==> config.mk <==
export PLATFORM = sky130hd
export DESIGN_NAME = sphere_box_overlap_test_unit
export DESIGN_NICKNAME = d
export VERILOG_FILES = /design/src/sbo_pkg.sv /design/src/sbo_front.sv /design/src/sbo_gap.sv /design/src/sbo_square.sv /design/src/sbo_judge.sv /design/src/sphere_box_overlap_test_unit.sv
export SDC_FILE = /design/constraint.sdc
export NUM_CORES = 2
export LEC_CHECK = 0
export BUFFER_PORTS_ARGS = -buffer_cell sky130_fd_sc_hd__buf_2
export CORE_MARGIN = 2
export CORE_UTILIZATION = 30
export DETAILED_ROUTE_END_ITERATION = 10
export PLACE_DENSITY = 0.55
export SLEW_MARGIN = 20
export SYNTH_ARGS = -nofsm -noshare
export SYNTH_HDL_FRONTEND = slang
export SYNTH_HIERARCHICAL = 1
export SYNTH_SLANG_ARGS = --single-unit
==> constraint.sdc <==
create_clock -name clk_i -period 8.5 [get_ports clk_i]
set_clock_uncertainty 0.2 [all_clocks]
set_input_delay 1.7 -clock clk_i [delete_from_list [all_inputs] [get_ports clk_i]]
set_output_delay 1.7 -clock clk_i [all_outputs]
set_load 0.02 [all_outputs]
==> src/sbo_pkg.sv <==
`timescale 1ns / 1ps
// sbo_pkg: widths, pair kinds and stage payload structs of the sphere/box overlap test.
// No dependencies; used by every module of the block.
package sbo_pkg;

  localparam int unsigned CoordW    = 16;
  localparam int unsigned LaneW     = CoordW - 1;
  localparam int unsigned NumAxes   = 3;
  localparam int unsigned ExtW      = NumAxes * LaneW;
  localparam int unsigned DiffW     = CoordW + 1;
  localparam int unsigned MagW      = CoordW;
  localparam int unsigned SqW       = 2 * MagW;
  localparam int unsigned SumW      = SqW + 2;
  localparam int unsigned NumStages = 5;

  typedef enum logic [1:0] {
    KIND_SS,  // sphere / sphere
    KIND_BB,  // box / box
    KIND_SB   // sphere / box, sphere in lane a
  } pair_kind_e;

  typedef struct packed {
    pair_kind_e                      kind;
    logic [NumAxes-1:0][DiffW-1:0]   diff;
    logic [NumAxes-1:0][MagW-1:0]    ext;
    logic [MagW-1:0]                 rad;
  } front_t;

  typedef struct packed {
    pair_kind_e                      kind;
    logic [NumAxes-1:0][MagW-1:0]    mag;
    logic [NumAxes-1:0][MagW-1:0]    ext;
    logic [MagW-1:0]                 rad;
  } mag_t;

  typedef struct packed {
    pair_kind_e                      kind;
    logic [NumAxes-1:0][MagW-1:0]    gap;
    logic [NumAxes-1:0]              enclosed;
    logic [MagW-1:0]                 rad;
  } gap_t;

  typedef struct packed {
    pair_kind_e                      kind;
    logic [NumAxes-1:0][SqW-1:0]     sq;
    logic [NumAxes-1:0]              enclosed;
    logic [SqW-1:0]                  rsq;
  } sq_t;

endpackage

==> src/sbo_front.sv <==
`timescale 1ns / 1ps
// sbo_front: stage 1, pair classification, sphere-first ordering, centre deltas, extents.
// Depends on sbo_pkg.
module sbo_front (
  input  logic                         clk_i,
  input  logic                         en_i,
  input  logic                         first_shape_i,
  input  logic                         second_shape_i,
  input  logic [sbo_pkg::CoordW-1:0]   first_x_i,
  input  logic [sbo_pkg::CoordW-1:0]   first_y_i,
  input  logic [sbo_pkg::CoordW-1:0]   first_z_i,
  input  logic [sbo_pkg::CoordW-1:0]   second_x_i,
  input  logic [sbo_pkg::CoordW-1:0]   second_y_i,
  input  logic [sbo_pkg::CoordW-1:0]   second_z_i,
  input  logic [sbo_pkg::ExtW-1:0]     first_extent_i,
  input  logic [sbo_pkg::ExtW-1:0]     second_extent_i,
  output sbo_pkg::front_t              front_o
);

  logic [sbo_pkg::CoordW-1:0] p1 [sbo_pkg::NumAxes];
  logic [sbo_pkg::CoordW-1:0] p2 [sbo_pkg::NumAxes];
  logic [sbo_pkg::CoordW-1:0] pa [sbo_pkg::NumAxes];
  logic [sbo_pkg::CoordW-1:0] pb [sbo_pkg::NumAxes];
  logic [sbo_pkg::LaneW-1:0]  ha [sbo_pkg::NumAxes];
  logic [sbo_pkg::LaneW-1:0]  hb [sbo_pkg::NumAxes];
  logic                       swap;
  sbo_pkg::front_t            front_d;
  sbo_pkg::front_t            front_q;

  assign p1[0] = first_x_i;
  assign p1[1] = first_y_i;
  assign p1[2] = first_z_i;
  assign p2[0] = second_x_i;
  assign p2[1] = second_y_i;
  assign p2[2] = second_z_i;

  // box first, sphere second: swap so the sphere sits in lane a
  assign swap = first_shape_i & ~second_shape_i;

  always_comb begin
    for (int i = 0; i < sbo_pkg::NumAxes; i++) begin
      pa[i] = swap ? p2[i] : p1[i];
      pb[i] = swap ? p1[i] : p2[i];
      ha[i] = swap ? second_extent_i[i*sbo_pkg::LaneW +: sbo_pkg::LaneW]
                   : first_extent_i[i*sbo_pkg::LaneW +: sbo_pkg::LaneW];
      hb[i] = swap ? first_extent_i[i*sbo_pkg::LaneW +: sbo_pkg::LaneW]
                   : second_extent_i[i*sbo_pkg::LaneW +: sbo_pkg::LaneW];
    end

    unique case ({first_shape_i, second_shape_i})
      2'b00:        front_d.kind = sbo_pkg::KIND_SS;
      2'b11:        front_d.kind = sbo_pkg::KIND_BB;
      2'b01, 2'b10: front_d.kind = sbo_pkg::KIND_SB;
    endcase

    for (int i = 0; i < sbo_pkg::NumAxes; i++) begin
      front_d.diff[i] = {pa[i][sbo_pkg::CoordW-1], pa[i]} - {pb[i][sbo_pkg::CoordW-1], pb[i]};
      unique case (front_d.kind)
        sbo_pkg::KIND_SS: front_d.ext[i] = '0;
        sbo_pkg::KIND_BB: front_d.ext[i] = {1'b0, ha[i]} + {1'b0, hb[i]};
        default:          front_d.ext[i] = {1'b0, hb[i]};
      endcase
    end

    // radius sum for two spheres, otherwise lane a's first extent (the sphere radius for sphere/box)
    if (front_d.kind == sbo_pkg::KIND_SS) begin
      front_d.rad = {1'b0, ha[0]} + {1'b0, hb[0]};
    end else begin
      front_d.rad = {1'b0, ha[0]};
    end
  end

  always_ff @(posedge clk_i) begin
    if (en_i) begin
      front_q <= front_d;
    end
  end

  assign front_o = front_q;

endmodule

==> src/sbo_gap.sv <==
`timescale 1ns / 1ps
// sbo_gap: stages 2 and 3, per-axis distance magnitude, then gap outside the extent.
// Depends on sbo_pkg.
module sbo_gap (
  input  logic              clk_i,
  input  logic              en_mag_i,
  input  logic              en_gap_i,
  input  sbo_pkg::front_t   front_i,
  output sbo_pkg::gap_t     gap_o
);

  sbo_pkg::mag_t  mag_d;
  sbo_pkg::mag_t  mag_q;
  sbo_pkg::gap_t  gap_d;
  sbo_pkg::gap_t  gap_q;
  logic [sbo_pkg::DiffW-1:0] neg;
  logic [sbo_pkg::MagW:0]    excess [sbo_pkg::NumAxes];

  always_comb begin
    mag_d.kind = front_i.kind;
    mag_d.ext  = front_i.ext;
    mag_d.rad  = front_i.rad;
    neg        = '0;
    for (int i = 0; i < sbo_pkg::NumAxes; i++) begin
      neg = -front_i.diff[i];
      mag_d.mag[i] = front_i.diff[i][sbo_pkg::DiffW-1] ? neg[sbo_pkg::MagW-1:0]
                                                       : front_i.diff[i][sbo_pkg::MagW-1:0];
    end
  end

  always_ff @(posedge clk_i) begin
    if (en_mag_i) begin
      mag_q <= mag_d;
    end
  end

  // excess < 0: strictly inside the extent; otherwise the excess is the gap
  always_comb begin
    gap_d.kind = mag_q.kind;
    gap_d.rad  = mag_q.rad;
    for (int i = 0; i < sbo_pkg::NumAxes; i++) begin
      excess[i]          = {1'b0, mag_q.mag[i]} - {1'b0, mag_q.ext[i]};
      gap_d.enclosed[i]  = excess[i][sbo_pkg::MagW];
      gap_d.gap[i]       = excess[i][sbo_pkg::MagW] ? '0 : excess[i][sbo_pkg::MagW-1:0];
    end
  end

  always_ff @(posedge clk_i) begin
    if (en_gap_i) begin
      gap_q <= gap_d;
    end
  end

  assign gap_o = gap_q;

endmodule

==> src/sbo_square.sv <==
`timescale 1ns / 1ps
// sbo_square: stage 4, squares of the three gaps and of the radius, one multiplier each.
// Depends on sbo_pkg.
module sbo_square (
  input  logic            clk_i,
  input  logic            en_i,
  input  sbo_pkg::gap_t   gap_i,
  output sbo_pkg::sq_t    sq_o
);

  sbo_pkg::sq_t sq_d;
  sbo_pkg::sq_t sq_q;

  always_comb begin
    sq_d.kind     = gap_i.kind;
    sq_d.enclosed = gap_i.enclosed;
    for (int i = 0; i < sbo_pkg::NumAxes; i++) begin
      sq_d.sq[i] = {{sbo_pkg::MagW{1'b0}}, gap_i.gap[i]} *
                   {{sbo_pkg::MagW{1'b0}}, gap_i.gap[i]};
    end
    sq_d.rsq = {{sbo_pkg::MagW{1'b0}}, gap_i.rad} * {{sbo_pkg::MagW{1'b0}}, gap_i.rad};
  end

  always_ff @(posedge clk_i) begin
    if (en_i) begin
      sq_q <= sq_d;
    end
  end

  assign sq_o = sq_q;

endmodule

==> src/sbo_judge.sv <==
`timescale 1ns / 1ps
// sbo_judge: stage 5, squared distance sum against squared radius, or all-axes box test.
// Depends on sbo_pkg; its register is the output word.
module sbo_judge (
  input  logic           clk_i,
  input  logic           en_i,
  input  sbo_pkg::sq_t   sq_i,
  output logic           overlap_o
);

  logic [sbo_pkg::SumW-1:0] dist_sq;
  logic                     overlap_d;
  logic                     overlap_q;

  always_comb begin
    dist_sq = {2'b00, sq_i.sq[0]} + {2'b00, sq_i.sq[1]} + {2'b00, sq_i.sq[2]};
    if (sq_i.kind == sbo_pkg::KIND_BB) begin
      overlap_d = &sq_i.enclosed;
    end else begin
      overlap_d = dist_sq < {2'b00, sq_i.rsq};
    end
  end

  always_ff @(posedge clk_i) begin
    if (en_i) begin
      overlap_q <= overlap_d;
    end
  end

  assign overlap_o = overlap_q;

endmodule

==> src/sphere_box_overlap_test_unit.sv <==
`timescale 1ns / 1ps
// sphere_box_overlap_test_unit: top level of the sphere/box pair overlap test.
// Depends on sbo_pkg, sbo_front, sbo_gap, sbo_square, sbo_judge.
//
//   channel  handshake                  payload
//   in       in_valid_i / in_stall_o    first_/second_ shape, x, y, z, extent
//   out      out_valid_o / out_stall_i  overlap_o
//
// One pair word per cycle sustained while out_stall_i is low; register stages
// front, magnitude, gap, square, judge. Stage 4 multipliers bound the clock.
// Reset clears only the stage valid bits; payload registers are not reset.
// Each stage holds while its successor is full and held, so bubbles are
// squeezed out; in_stall_o rises only when all five stages are full and the
// output word is stalled.
module sphere_box_overlap_test_unit (
  input  logic                        clk_i,
  input  logic                        rst_ni,
  input  logic                        in_valid_i,
  output logic                        in_stall_o,
  input  logic                        first_shape_i,
  input  logic                        second_shape_i,
  input  logic [sbo_pkg::CoordW-1:0]  first_x_i,
  input  logic [sbo_pkg::CoordW-1:0]  first_y_i,
  input  logic [sbo_pkg::CoordW-1:0]  first_z_i,
  input  logic [sbo_pkg::CoordW-1:0]  second_x_i,
  input  logic [sbo_pkg::CoordW-1:0]  second_y_i,
  input  logic [sbo_pkg::CoordW-1:0]  second_z_i,
  input  logic [sbo_pkg::ExtW-1:0]    first_extent_i,
  input  logic [sbo_pkg::ExtW-1:0]    second_extent_i,
  output logic                        out_valid_o,
  input  logic                        out_stall_i,
  output logic                        overlap_o
);

  // per-stage valid bits and advance enables
  logic [sbo_pkg::NumStages-1:0] vld_q;
  logic [sbo_pkg::NumStages-1:0] vld_d;
  logic [sbo_pkg::NumStages-1:0] en;

  sbo_pkg::front_t front;
  sbo_pkg::gap_t   gap;
  sbo_pkg::sq_t    sq;

  // a stage loads when it is empty or its content moves on
  always_comb begin
    en[sbo_pkg::NumStages-1] = !vld_q[sbo_pkg::NumStages-1] || !out_stall_i;
    for (int k = sbo_pkg::NumStages - 2; k >= 0; k--) begin
      en[k] = !vld_q[k] || en[k+1];
    end
  end

  always_comb begin
    vld_d = vld_q;
    if (en[0]) begin
      vld_d[0] = in_valid_i;
    end
    for (int k = 1; k < sbo_pkg::NumStages; k++) begin
      if (en[k]) begin
        vld_d[k] = vld_q[k-1];
      end
    end
  end

  always_ff @(posedge clk_i or negedge rst_ni) begin
    if (!rst_ni) begin
      vld_q <= '0;
    end else begin
      vld_q <= vld_d;
    end
  end

  assign in_stall_o  = !en[0];
  assign out_valid_o = vld_q[sbo_pkg::NumStages-1];

  sbo_front u_front (
    .clk_i           (clk_i),
    .en_i            (en[0]),
    .first_shape_i   (first_shape_i),
    .second_shape_i  (second_shape_i),
    .first_x_i       (first_x_i),
    .first_y_i       (first_y_i),
    .first_z_i       (first_z_i),
    .second_x_i      (second_x_i),
    .second_y_i      (second_y_i),
    .second_z_i      (second_z_i),
    .first_extent_i  (first_extent_i),
    .second_extent_i (second_extent_i),
    .front_o         (front)
  );

  sbo_gap u_gap (
    .clk_i    (clk_i),
    .en_mag_i (en[1]),
    .en_gap_i (en[2]),
    .front_i  (front),
    .gap_o    (gap)
  );

  sbo_square u_square (
    .clk_i (clk_i),
    .en_i  (en[3]),
    .gap_i (gap),
    .sq_o  (sq)
  );

  sbo_judge u_judge (
    .clk_i     (clk_i),
    .en_i      (en[4]),
    .sq_i      (sq),
    .overlap_o (overlap_o)
  );

endmodule

==> results.txt <==
----------------------------------------------------
[Run status]
  Outcome ... finished clean

[Clock network]
  Clock Latency Late Sink ... 620 ps
  Post-CTS sizing ... 0
  Post-CTS setup repair buffer count ... 0
  Clock transition at the registers of the reported paths ... roughly 70 ps
  Largest buffer count on any clock path ... 3
  Clock Sinks ... between 400 and 500
  CTS root buf ... clkbuf_16
  # hold bufs at CTS ... 0
  TritonCTS buffer count ... 47
  Clock tree from TritonCTS ... yes
  Total number of H-tree levels ... 2

[Detailed routing]
  Drt initial violations ... around 2.1k
  Antenna viol nets, final ... 0
  Via count ... approximately 40k
  Post-detailed-route DRC marker count ... 0
  Iteration count of the initial detailed-routing pass ... 5
  Mean routed wirelength per cell ... ~16 um
  Number of vias per cell ... around 4.7
  Post-Route WL ... 133000 um

[Flow run]
  Max-cap violations ... 0

[GRT]
  Overflow left after global routing ... 0
  Wire length of the first global-routing pass ... roughly 220000 um
  Initial antenna violation count ... 7
  Maximum number of pins on one net before global-route repair ... 74
  Global routing usage summed across all routing layers ... 0.141
  Vias in the first global route ... about 42k

[Hold path]
  Type of the worst min-delay path ... reg -> reg
  Hold Path Cell Cnt ... 0
  Start point of the worst min-delay path ... u_gap/gap_d[7]
  Endpoint of the worst hold path ... u_gap/gap_o[7]

[Yosys]
  Post-synthesis async set-or-reset flop share ... 0.0115
  Area share of xor/xnor cells in the synthesized design ... 0.0522
  Cells after Synth ... ~5.7k
  Library cells used by synthesis ... 98
  Most common flop cell mapped by yosys ... edfxtp_1
  Arithmetic-cell share of the synthesized area counting full adders, half adders and majority gates ... 0.385
  Share of cell area taken by muxes after synthesis ... 0.0119
  Yosys synthesis warning count ... 6
  Number of synthesized flops with an enable pin ... 430
  Mean Syn Cell Area ... roughly 9.8 sq um
  Cell Area, Synth ... approximately 56000 sq um
  Combinational family with the most area after synthesis ... adder cells
  Number of flip-flops and latches in the synthesized netlist ... roughly 440
  Fraction of the mapped netlist area in simple logic gates ... 0.117
  Post-synthesis compound-gate area fraction ... 0.112
  Sequential area share after synthesis ... 0.233

[Finish]
  Count of nets after finishing ... 7298
  Filler Cells Inserted ... roughly 19k
  Share of final-layout standard cells stronger than drive strength 1 ... 0.0671
  Commonest cells after routing, fill and taps aside ... inv_1, fa_1, ha_1
  Leading cell type in the layout, fill and taps excluded ... inv_1
  Synth-to-Final Area Change ... 9.32%

[Place]
  Hpwl dp ... between 100000 and 150000 um
  Final Wtd Congestion ... around 0.86
  Total of buffers placed on input and output ports ... slightly below 200
  Post-Place Worst Slack ... around 1500 ps

[Critical path]
  Data arrival at the endpoint of the critical path ... roughly 7200 ps
  Logic depth of the worst register-to-register path ... 21
  Required time at the endpoint of the critical path ... 8670 ps
  Internal reg-to-reg setup slack ... 1490 ps
  Terminus of the critical flop-to-flop path ... u_square/sq_o[31]
  Highest net fanout along the worst path ... 20
  Setup crit end kind ... register
  Worst r2r src ... u_gap/gap_o[1]
  Kind of launch point of the worst setup path ... register
  Critical Setup Path Class ... reg -> reg

[Timing]
  Final-report hold violation count ... 0
  Post-layout min period ... between 7000 and 8000 ps
  Highest Clock Rate ... around 0.14 GHz
  Total negative slack ... 0 ps
  Worst slew pin tran ... just under 1000 ps
  Post-route clock period utilization ... 0.825
  Final WS setup ... approximately 1500 ps
  Number of pins with negative max-slew slack in the final report ... 0
  Setup repair after global routing missed its margin ... no
  Worst slew margin relative to its limit ... 0.350
  Minimum hold slack ... about 210 ps
  Final number of setup-violating endpoints ... 0

[Floorplan]
  Effective utilization at floorplan ... 0.302
  Count of standard-cell rows ... around 160
  Placeable core area ... ~190000 sq um
  Overall die width ... ~440 um
  Number of primary I/O pins ... a little under 200
  Full die area ... around 190000 sq um
  Chip Height ... between 400 and 500 um

----------------------------------------------------
[flip-flops by register name (all words and copies together), names as in the netlist]
register           cells
u_front/front_o      117
u_gap/gap_d           18
u_gap/gap_o           69
u_gap/mag_q           96
u_judge/overlap_o      1
u_square/sq_o        129
vld_q                  5
[stage by stage]
step                utilization  instance area (sq um)  cells
finish                    0.330                  61200   8367
global placement          0.322                  59700   8278
CTS                       0.330                  61200   8366
detailed placement        0.322                  59700   8278
global route              0.330                  61200   8366
floorplan                     -                  56000   5732
[worst max-delay path by stage]
stage                                   end  depth (start not counted)            start  slack [ps]
after floorplan           u_square/sq_o[31]                         23   u_gap/gap_o[1]        1910
after global placement    u_square/sq_o[31]                         21   u_gap/gap_o[1]        1550
after detailed placement  u_square/sq_o[31]                         21   u_gap/gap_o[1]        1520
after CTS                 u_square/sq_o[97]                         22  u_gap/gap_o[44]        1500
after global routing      u_square/sq_o[63]                         22  u_gap/gap_o[20]        1160
final                     u_square/sq_o[31]                         21   u_gap/gap_o[1]        1490
[layer usage]
layer | track usage | routed length [um] | vias to the layer above
li1 | - | - | 19032
met1 | 0.183 | 59400 | 19209
met2 | 0.251 | 66400 | 660
met3 | 0.0136 | 4180 | 139
met4 | 0.0309 | 2690 | 8
met5 | 0 | 49 | -
[worst max-delay path, stage by stage, from the launching register on]
cell and delay, ps:
edfxtp_1 790, nand2_1 200, fa_1 570, inv_1 50, fa_1 530, inv_1 50
fa_1 380, inv_1 90, fa_1 440, fa_1 550, inv_1 50, fa_1 490
inv_1 50, ha_1 370, a2111oi_2 340, o21ai_1 130, a22oi_2 300, o21ai_2 170
a31oi_4 210, o21ai_2 90, and4_1 190, or4_1 500
[area by class of cell]
class / count / area (sq um) / area share
Inverter: 1157 / 4340 / 0.0709
Sequential cell: 435 / 13000 / 0.213
Tap cell: 2480 / 3100 / 0.0507
Clock buffer: 50 / 1190 / 0.0194
Multi-Input combinational cell: 3990 / 38100 / 0.622
Timing Repair Buffer: 216 / 1140 / 0.0186
Clock inverter: 38 / 353 / 0.00576
Antenna cell: 1 / 2.50 / 0.0000409
[logic make-up (layout without fill, tap and decap cells)]
family	count (synthesis)	after routing
other	1	5
muxes	66	66
xor gates and xnor gates	334	334
adders and majority gates	1325	1325
DFF	435	435
AOI/OAI and AO/OA	926	926
buffers and inverters	1307	1461
and+or+nand+nor	1335	1335
[Yosys cell counts (8+ instances only)]
master,number,area share
a211oi_1,30,0.0040
a211oi_2,8,0.0018
buf_2,13,0.0012
inv_1,1157,0.078
o41ai_1,14,0.0022
o21ai_0,159,0.014
nand3_1,63,0.0056
nor2_1,239,0.016
o211ai_1,26,0.0035
o21bai_1,31,0.0042
nand4_1,31,0.0035
o2111ai_1,11,0.0017
clkbuf_1,120,0.0080
nand2_1,480,0.032
fa_1,687,0.25
or2_2,13,0.0015
or4_1,8,0.0011
a21oi_1,255,0.023
and3_1,31,0.0035
a2bb2oi_1,10,0.0016
or3_1,11,0.0012
a31o_2,10,0.0016
a31oi_1,38,0.0042
nand2b_1,86,0.0096
nor3_1,46,0.0041
buf_1,8,0.00054
o21ai_1,13,0.0012
mux2i_1,59,0.011
maj3_1,66,0.012
xnor2_1,237,0.037
o2bb2ai_1,24,0.0038
edfxtp_1,430,0.23
o22ai_1,22,0.0025
o31ai_1,15,0.0020
xor2_1,97,0.015
o21a_1,31,0.0042
ha_1,572,0.13
a21boi_0,12,0.0016
nor2b_1,105,0.012
a21o_1,120,0.016
and2_1,173,0.019
Power is left out: the tool's default activity adds up to more than one toggle a clock period on the data nets, which glitch-free logic cannot reach.
